**src/hdl/tlas_pkg.sv**
```systemverilog
package tlas_pkg;

  localparam int TIME_FIELD_BITS  = 16;
  localparam int SUM_BITS         = 24;
  localparam int PATH_BITS        = 64;
  localparam int COUNT_BITS       = 7;
  localparam int CFG_INDEX_BITS   = 2;
  localparam int MAX_STATIONS_DEF = 64;
  localparam int TIME_BITS_DEF    = 16;

  typedef enum logic [CFG_INDEX_BITS-1:0] {
    CFG_ENTRY_ONE = 2'd0,
    CFG_ENTRY_TWO = 2'd1,
    CFG_EXIT_ONE  = 2'd2,
    CFG_EXIT_TWO  = 2'd3
  } cfg_reg_t;

  typedef struct packed {
    logic [TIME_FIELD_BITS-1:0] work_time_line_one;
    logic [TIME_FIELD_BITS-1:0] work_time_line_two;
    logic [TIME_FIELD_BITS-1:0] move_cost_into_two;
    logic [TIME_FIELD_BITS-1:0] move_cost_into_one;
    logic                       first_station;
    logic                       last_station;
  } station_t;

  typedef struct packed {
    logic [SUM_BITS-1:0]   total_time;
    logic                  exit_line;
    logic [PATH_BITS-1:0]  chosen_lines;
    logic [COUNT_BITS-1:0] station_count;
    logic                  too_many_stations;
  } result_t;

  typedef struct packed {
    logic [SUM_BITS-1:0]   best_time_one;
    logic [SUM_BITS-1:0]   best_time_two;
    logic [PATH_BITS-1:0]  survivor_path_one;
    logic [PATH_BITS-1:0]  survivor_path_two;
    logic [COUNT_BITS-1:0] station_index;
    logic                  overflow_seen;
  } sched_state_t;

  function automatic logic [SUM_BITS-1:0] sat_sum(input logic [SUM_BITS:0] v);
    sat_sum = v[SUM_BITS] ? {SUM_BITS{1'b1}} : v[SUM_BITS-1:0];
  endfunction

endpackage

```
**src/hdl/tlas_step.sv**
```systemverilog
module tlas_step import tlas_pkg::*; #(
  parameter int MAX_STATIONS = MAX_STATIONS_DEF,
  parameter int TIME_BITS    = TIME_BITS_DEF
) (
  input  station_t                   station,
  input  sched_state_t               cur,
  input  logic [TIME_FIELD_BITS-1:0] entry_one,
  input  logic [TIME_FIELD_BITS-1:0] entry_two,
  output sched_state_t               nxt
);

  localparam int TW = (TIME_BITS < TIME_FIELD_BITS) ? TIME_BITS : TIME_FIELD_BITS;

  logic [TW-1:0]         w1;
  logic [TW-1:0]         w2;
  logic [TW-1:0]         m1;
  logic [TW-1:0]         m2;
  logic [SUM_BITS:0]     stay1;
  logic [SUM_BITS:0]     move1;
  logic [SUM_BITS:0]     stay2;
  logic [SUM_BITS:0]     move2;
  logic [SUM_BITS:0]     n1;
  logic [SUM_BITS:0]     n2;
  logic [PATH_BITS-1:0]  p1;
  logic [PATH_BITS-1:0]  p2;
  logic [PATH_BITS-1:0]  bit_mask;
  logic                  has_room;

  assign w1 = station.work_time_line_one[TW-1:0];
  assign w2 = station.work_time_line_two[TW-1:0];
  assign m1 = station.move_cost_into_one[TW-1:0];
  assign m2 = station.move_cost_into_two[TW-1:0];

  assign stay1 = {1'b0, cur.best_time_one} + (SUM_BITS+1)'(w1);
  assign move1 = {1'b0, cur.best_time_two} + (SUM_BITS+1)'(m1) + (SUM_BITS+1)'(w1);
  assign stay2 = {1'b0, cur.best_time_two} + (SUM_BITS+1)'(w2);
  assign move2 = {1'b0, cur.best_time_one} + (SUM_BITS+1)'(m2) + (SUM_BITS+1)'(w2);

  assign bit_mask = PATH_BITS'(1) << cur.station_index;
  assign has_room = cur.station_index < COUNT_BITS'(MAX_STATIONS);

  always_comb begin
    n1 = stay1;
    p1 = cur.survivor_path_one;
    n2 = stay2;
    p2 = cur.survivor_path_two;
    if (stay1 > move1) begin
      n1 = move1;
      p1 = cur.survivor_path_two;
    end
    if (stay2 > move2) begin
      n2 = move2;
      p2 = cur.survivor_path_one;
    end

    nxt = cur;
    if (station.first_station) begin
      nxt.best_time_one     = sat_sum((SUM_BITS+1)'(entry_one[TW-1:0]) + (SUM_BITS+1)'(w1));
      nxt.best_time_two     = sat_sum((SUM_BITS+1)'(entry_two[TW-1:0]) + (SUM_BITS+1)'(w2));
      nxt.survivor_path_one = '0;
      nxt.survivor_path_two = PATH_BITS'(1);
      nxt.station_index     = COUNT_BITS'(1);
      nxt.overflow_seen     = 1'b0;
    end else begin
      nxt.best_time_one = sat_sum(n1);
      nxt.best_time_two = sat_sum(n2);
      if (has_room) begin
        nxt.survivor_path_one = p1 & ~bit_mask;
        nxt.survivor_path_two = p2 | bit_mask;
        nxt.station_index     = cur.station_index + COUNT_BITS'(1);
      end else begin
        nxt.survivor_path_one = p1;
        nxt.survivor_path_two = p2;
        nxt.overflow_seen     = 1'b1;
      end
    end
  end

endmodule

```
**src/hdl/two_line_assembly_schedule.sv**
```systemverilog
// Two-line assembly scheduler. Stations stream in one transaction per cycle, the
// first marked by first_station and the last by last_station; the block keeps the
// best arrival time and survivor path for each line and, on the last station, emits
// one result with the total time (entry and exit included, saturated to 24 bits),
// the exit line and the line used at each station. A station is accepted every
// cycle unless a finished schedule is waiting behind a result that has not yet been
// taken; a last station passes the station, finished-state and result registers
// (recurrence and state update, then exit add and compare); the state recurrence
// sets the rate. The user must write entry and exit costs through the cfg channel,
// always ready, only while no schedule is in flight; the block does not enforce it.
module two_line_assembly_schedule import tlas_pkg::*; #(
  parameter int MAX_STATIONS = MAX_STATIONS_DEF,
  parameter int TIME_BITS    = TIME_BITS_DEF
) (
  input  logic                       clk,
  input  logic                       rst,
  input  logic                       station_valid,
  output logic                       station_ready,
  input  station_t                   station,
  output logic                       result_valid,
  input  logic                       result_ready,
  output result_t                    result,
  input  logic                       cfg_valid,
  output logic                       cfg_ready,
  input  logic [CFG_INDEX_BITS-1:0]  cfg_index,
  input  logic [TIME_FIELD_BITS-1:0] cfg_data
);

  localparam int TW = (TIME_BITS < TIME_FIELD_BITS) ? TIME_BITS : TIME_FIELD_BITS;

  logic [TIME_FIELD_BITS-1:0] entry_one;
  logic [TIME_FIELD_BITS-1:0] entry_two;
  logic [TIME_FIELD_BITS-1:0] exit_one;
  logic [TIME_FIELD_BITS-1:0] exit_two;

  logic         out_free;
  logic         advance;
  logic         stn_valid;
  station_t     stn;
  sched_state_t state;
  sched_state_t state_next;
  logic         fin_valid;
  sched_state_t fin;
  logic [SUM_BITS:0] t1;
  logic [SUM_BITS:0] t2;
  logic         pick_one;

  assign out_free      = !result_valid || result_ready;
  assign advance       = out_free || !fin_valid;
  assign station_ready = advance;
  assign cfg_ready     = 1'b1;

  always_ff @(posedge clk) begin
    if (rst) begin
      entry_one <= '0;
      entry_two <= '0;
      exit_one  <= '0;
      exit_two  <= '0;
    end else if (cfg_valid) begin
      unique case (cfg_reg_t'(cfg_index))
        CFG_ENTRY_ONE: entry_one <= cfg_data;
        CFG_ENTRY_TWO: entry_two <= cfg_data;
        CFG_EXIT_ONE:  exit_one  <= cfg_data;
        CFG_EXIT_TWO:  exit_two  <= cfg_data;
        default:       entry_one <= entry_one;
      endcase
    end
  end

  tlas_step #(
    .MAX_STATIONS (MAX_STATIONS),
    .TIME_BITS    (TIME_BITS)
  ) u_step (
    .station   (stn),
    .cur       (state),
    .entry_one (entry_one),
    .entry_two (entry_two),
    .nxt       (state_next)
  );

  always_ff @(posedge clk) begin
    if (rst) begin
      stn_valid <= 1'b0;
    end else if (advance) begin
      stn_valid <= station_valid;
    end
  end

  always_ff @(posedge clk) begin
    if (advance) begin
      stn <= station;
    end
  end

  always_ff @(posedge clk) begin
    if (rst) begin
      state     <= '0;
      fin_valid <= 1'b0;
    end else if (advance) begin
      fin_valid <= stn_valid && stn.last_station;
      if (stn_valid) begin
        state <= stn.last_station ? '0 : state_next;
      end
    end
  end

  always_ff @(posedge clk) begin
    if (advance) begin
      fin <= state_next;
    end
  end

  assign t1       = {1'b0, fin.best_time_one} + (SUM_BITS+1)'(exit_one[TW-1:0]);
  assign t2       = {1'b0, fin.best_time_two} + (SUM_BITS+1)'(exit_two[TW-1:0]);
  assign pick_one = t1 <= t2;

  always_ff @(posedge clk) begin
    if (rst) begin
      result_valid <= 1'b0;
    end else if (out_free) begin
      result_valid <= fin_valid;
    end
  end

  always_ff @(posedge clk) begin
    if (out_free) begin
      result.total_time        <= sat_sum(pick_one ? t1 : t2);
      result.exit_line         <= !pick_one;
      result.chosen_lines      <= pick_one ? fin.survivor_path_one : fin.survivor_path_two;
      result.station_count     <= fin.station_index;
      result.too_many_stations <= fin.overflow_seen;
    end
  end

  a_index_bounded: assert property (@(posedge clk) disable iff (rst)
    state.station_index <= COUNT_BITS'(MAX_STATIONS))
    else $error("station index beyond capacity");

  a_overflow_at_cap: assert property (@(posedge clk) disable iff (rst)
    state.overflow_seen |-> state.station_index == COUNT_BITS'(MAX_STATIONS))
    else $error("overflow flagged below capacity");

  a_clear_after_last: assert property (@(posedge clk) disable iff (rst)
    advance && stn_valid && stn.last_station
      |=> state.station_index == '0 && !state.overflow_seen)
    else $error("schedule state not cleared after last station");

  a_result_follows: assert property (@(posedge clk) disable iff (rst)
    advance && fin_valid |=> result_valid)
    else $error("finished schedule lost before result register");

endmodule

```
**config.mk**
```make
export PLATFORM = sky130hd
export DESIGN_NAME = two_line_assembly_schedule
export DESIGN_NICKNAME = d
export VERILOG_FILES = /design/src/hdl/tlas_pkg.sv /design/src/hdl/tlas_step.sv /design/src/hdl/two_line_assembly_schedule.sv
export SDC_FILE = /design/constraint.sdc
export NUM_CORES = 2
export LEC_CHECK = 0
export BUFFER_PORTS_ARGS = -buffer_cell sky130_fd_sc_hd__buf_2
export CORE_MARGIN = 1.5
export CORE_UTILIZATION = 40
export CTS_CLUSTER_DIAMETER = 120
export CTS_CLUSTER_SIZE = 24
export DETAILED_ROUTE_END_ITERATION = 12
export PLACE_DENSITY_LB_ADDON = 0.12
export SLEW_MARGIN = 20
export SYNTH_ARGS = -nofsm -noshare
export SYNTH_HDL_FRONTEND = slang
export SYNTH_SLANG_ARGS = --single-unit
```
**constraint.sdc**
```tcl
create_clock -name clk -period 11.4 [get_ports clk]
set_input_delay 1.14 -clock clk [delete_from_list [all_inputs] [get_ports clk]]
set_output_delay 1.14 -clock clk [all_outputs]
set_load 0.1 [all_outputs]
```
==> flow_metrics.env <==
export IMPL_ys_types=85
export IMPL_synth_edf_count=347
export IMPL_async_flop_share_pct=0
export IMPL_final_seq_area_sq_um=15440
export IMPL_fin_setup_tns_ns=0
export IMPL_skew_ns=0.02923
export IMPL_drt_iter0_drc=1907
export IMPL_htree_levels=1
export IMPL_layout_min_cycle_time_ns=7.649
export IMPL_syn_to_final_growth_pct=8.647
export IMPL_die_y_um=287.9
export IMPL_wl_met3_um=5318
export IMPL_p_total_mw=7.061
export IMPL_yosysWarnings=0
export IMPL_crit_fanout=76
export IMPL_synth_main_ff_cell="edfxtp_1"
export IMPL_syn_area_per_cell_sq_um=10.33
export IMPL_dpl_instance_area_sq_um=34300
export IMPL_cts_tree="built"
export IMPL_worstSetupEndpointType="register"
export IMPL_cp_start_kind="register"
export IMPL_drc=0
export IMPL_die_w_um=287.9
export IMPL_die_area_sq_um=82900
export IMPL_whs_ns=0.4283
export IMPL_period_share_pct=67.10
export IMPL_antenna_found_initial=2
export IMPL_vdd_ir_drop_max_mv=0.4033
export IMPL_place_hpwl_um=69960
export IMPL_fin_cells=4323
export IMPL_worst_ep_required_time_ns=11.79
export IMPL_routed_wirelength_um=98050
export IMPL_drv_cap=0
export IMPL_fillers=7675
export IMPL_synth_fp_nets=3480
export IMPL_layout_drive_gt1_share_pct=11.53
export IMPL_overflow=0
export IMPL_syn_area_sq_um=32470
export IMPL_met1_length_um=46920
export IMPL_wl_met2_um=44100
export IMPL_clkTransAtPathRegs_ns=0.11
export IMPL_avgRoutedWirePerCell_um=22.68
export IMPL_post_cts_buffers=0
export IMPL_worstMarginPinSlew_ns=1.118
export IMPL_p_per_area_nw_per_um2=200.2
export IMPL_cts_resized=0
export IMPL_rows=104
export IMPL_max_clock_path_buffers=3
export IMPL_place_inst=4264
export IMPL_yosys_register_bits=598
export IMPL_root_buffer="clkbuf_16"
export IMPL_maxSlewViolCount=0
export IMPL_yosysSeqAreaShare_pct=47.56
export IMPL_post_drt_via_cell_ratio=5.746
export IMPL_max_freq_mhz=130.7
export IMPL_io_buffers=187
export IMPL_setup_ws_ns=3.751
export IMPL_io_pins=189
export IMPL_ant_nets=0
export IMPL_gp_congestion=0.9298
export IMPL_vias=24842
export IMPL_clock_latency_ns=0.66
export IMPL_cts_hold_fix_buffers=0
export IMPL_path_class="reg2reg"
export IMPL_min_path_type="reg2reg"
export IMPL_cts_made_buffers=31
export IMPL_status="finished, final reports clean"
export IMPL_cp_arrival_ns=8.04
export IMPL_synthCells=3142
export IMPL_multi_input_area_sq_um=16070
export IMPL_top_layer_used="met4"
export IMPL_grt_max_degree=170
export IMPL_hold_viol=0
export IMPL_first_pass_iters=7
export IMPL_finalSetupViolCount=0
export IMPL_final_util_pct=43.87
export IMPL_cts_sinks=598
export IMPL_finalNetCount=3575
export IMPL_stdcell_area_sq_um=35280
export IMPL_r2r_slack_ns=3.75
export IMPL_core_sq_um=80420
export IMPL_grt_pass1_vias=24651
export IMPL_grt_pass1_wl_um=147200
export IMPL_grt_setup_unrepaired="false"
export IMPL_start_util_pct=40.38
export IMPL_place_worst_setup_slack_ns=3.896
export IMPL_slew_headroom_pct=25.48
export IMPL_leakage_nw=14.38
export IMPL_grt_total_usage_pct=23.13
==> layout make-up <==
type | count | area share, %
repair buffers | 209 | 3.167
clock inverters | 9 | 0.3192
flip-flops and latches | 598 | 43.78
inverters | 91 | 0.9753
clock buffers | 49 | 2.451
multi-input cells | 2306 | 45.54
well taps | 1060 | 3.759
diodes | 1 | 0.007093
==> flip-flops by register name (all words and copies together), names as in the netlist <==
signal        flops
exit_one         16
exit_two         16
entry_one        16
stn              66
stn_valid         1
result           97
fin             184
entry_two        16
state           184
fin_valid         1
result_valid      1
==> layout by cell type (no fill, tap or decap), drive strengths merged, types with 11 or more instances in the layout <==
cell	n
nand2	400
edfxtp	347
a21oi	332
dfxtp	251
ha	209
buf	209
nor2	162
o21ai	158
inv	95
a22o	90
xnor2	85
mux2i	77
nor3	77
mux2	69
xor2	59
nand3	52
a211oi	51
clkbuf	49
o211ai	45
a21o	44
nand2b	40
fa	40
a22oi	37
and3	29
o21a	20
and2	19
o21bai	18
a31oi	17
nand4	17
nor2b	13
o31ai	13
or2	12
nor4	11
==> power breakdown <==
group | total, mW | leakage (nW) | switching, mW | internal (mW)
logic | 3.13 | 7.84 | 2.14 | 0.996
registers | 2.62 | 6.07 | 0.123 | 2.50
clock network | 1.31 | 0.471 | 0.761 | 0.545
==> synth_stat cells, drive strengths merged (11+ instances only) <==
master / n / area share (%)
nor3: 77 / 1.4
edfxtp: 347 / 32
nand4: 17 / 0.35
o21a: 20 / 0.46
fa: 40 / 2.5
o21ai: 158 / 2.5
a31oi: 17 / 0.33
and3: 29 / 0.56
o31ai: 13 / 0.30
a22oi: 37 / 0.90
and2: 19 / 0.37
xor2: 59 / 1.6
o21bai: 18 / 0.42
or2: 12 / 0.23
dfxtp: 251 / 15
nor2: 162 / 1.9
inv: 90 / 1.0
buf: 53 / 1.0
clkbuf: 94 / 1.1
a211oi: 51 / 1.2
a22o: 90 / 2.4
nand3: 52 / 0.80
nor2b: 13 / 0.25
mux2i: 77 / 2.4
nand2b: 40 / 0.77
mux2: 69 / 2.4
a21oi: 332 / 5.1
xnor2: 85 / 2.3
a21o: 44 / 1.0
nor4: 11 / 0.25
ha: 209 / 8.1
o211ai: 45 / 1.0
nand2: 400 / 4.6
==> kinds of logic (layout without fill, tap and decap cells) <==
family	after synthesis	count (layout)	synth area share (%)
multiplexers	146	146	4.778
other	1	2	0.01155
AND/OR/NAND/NOR	854	854	12.01
adder cells (fa/ha/maj)	249	249	10.52
buffers and inverters	238	358	3.144
XOR/XNOR	144	144	3.884
AO/OA/AOI/OAI	912	912	18.09
flip-flops	598	598	47.56
==> layer usage <==
layer	vias to the layer above	track usage [%]
met2	723	36.83
li1	11764	-
met4	0	4.908
met3	92	2.029
met1	12263	34.14
met5	-	0
==> final timing paths <==
kind | startpoint | end | cells after the start
worst max-delay path | stn[36]$_DFFE_PN_ | fin[151]$_DFFE_PN_ | 21
worst min-delay path | fin[0]$_DFFE_PN_ | result[0]$_DFFE_PP_ | 0
worst max register to register | stn[36]$_DFFE_PN_ | fin[151]$_DFFE_PN_ | 21
worst min register to register | fin[0]$_DFFE_PN_ | result[0]$_DFFE_PP_ | 0
==> critical path, cell delays in order (launching register included) <==
cell and delay (ns):
edfxtp_1 0.45, inv_1 0.08, fa_1 0.55, inv_1 0.05, ha_1 0.29, a211oi_1 0.08
o21ai_0 0.61, o221ai_1 0.41, a21oi_1 0.46, nand3_1 0.16, xnor2_1 0.25, inv_1 0.08
ha_1 0.31, nand4_2 0.13, nor4_2 0.47, nand3_1 0.15, or4_1 0.64, nand2_2 0.37
buf_4 0.88, nor3_1 0.11, a2111oi_1 0.67, nor2_1 0.14
Power figures use the tool's default switching activity.
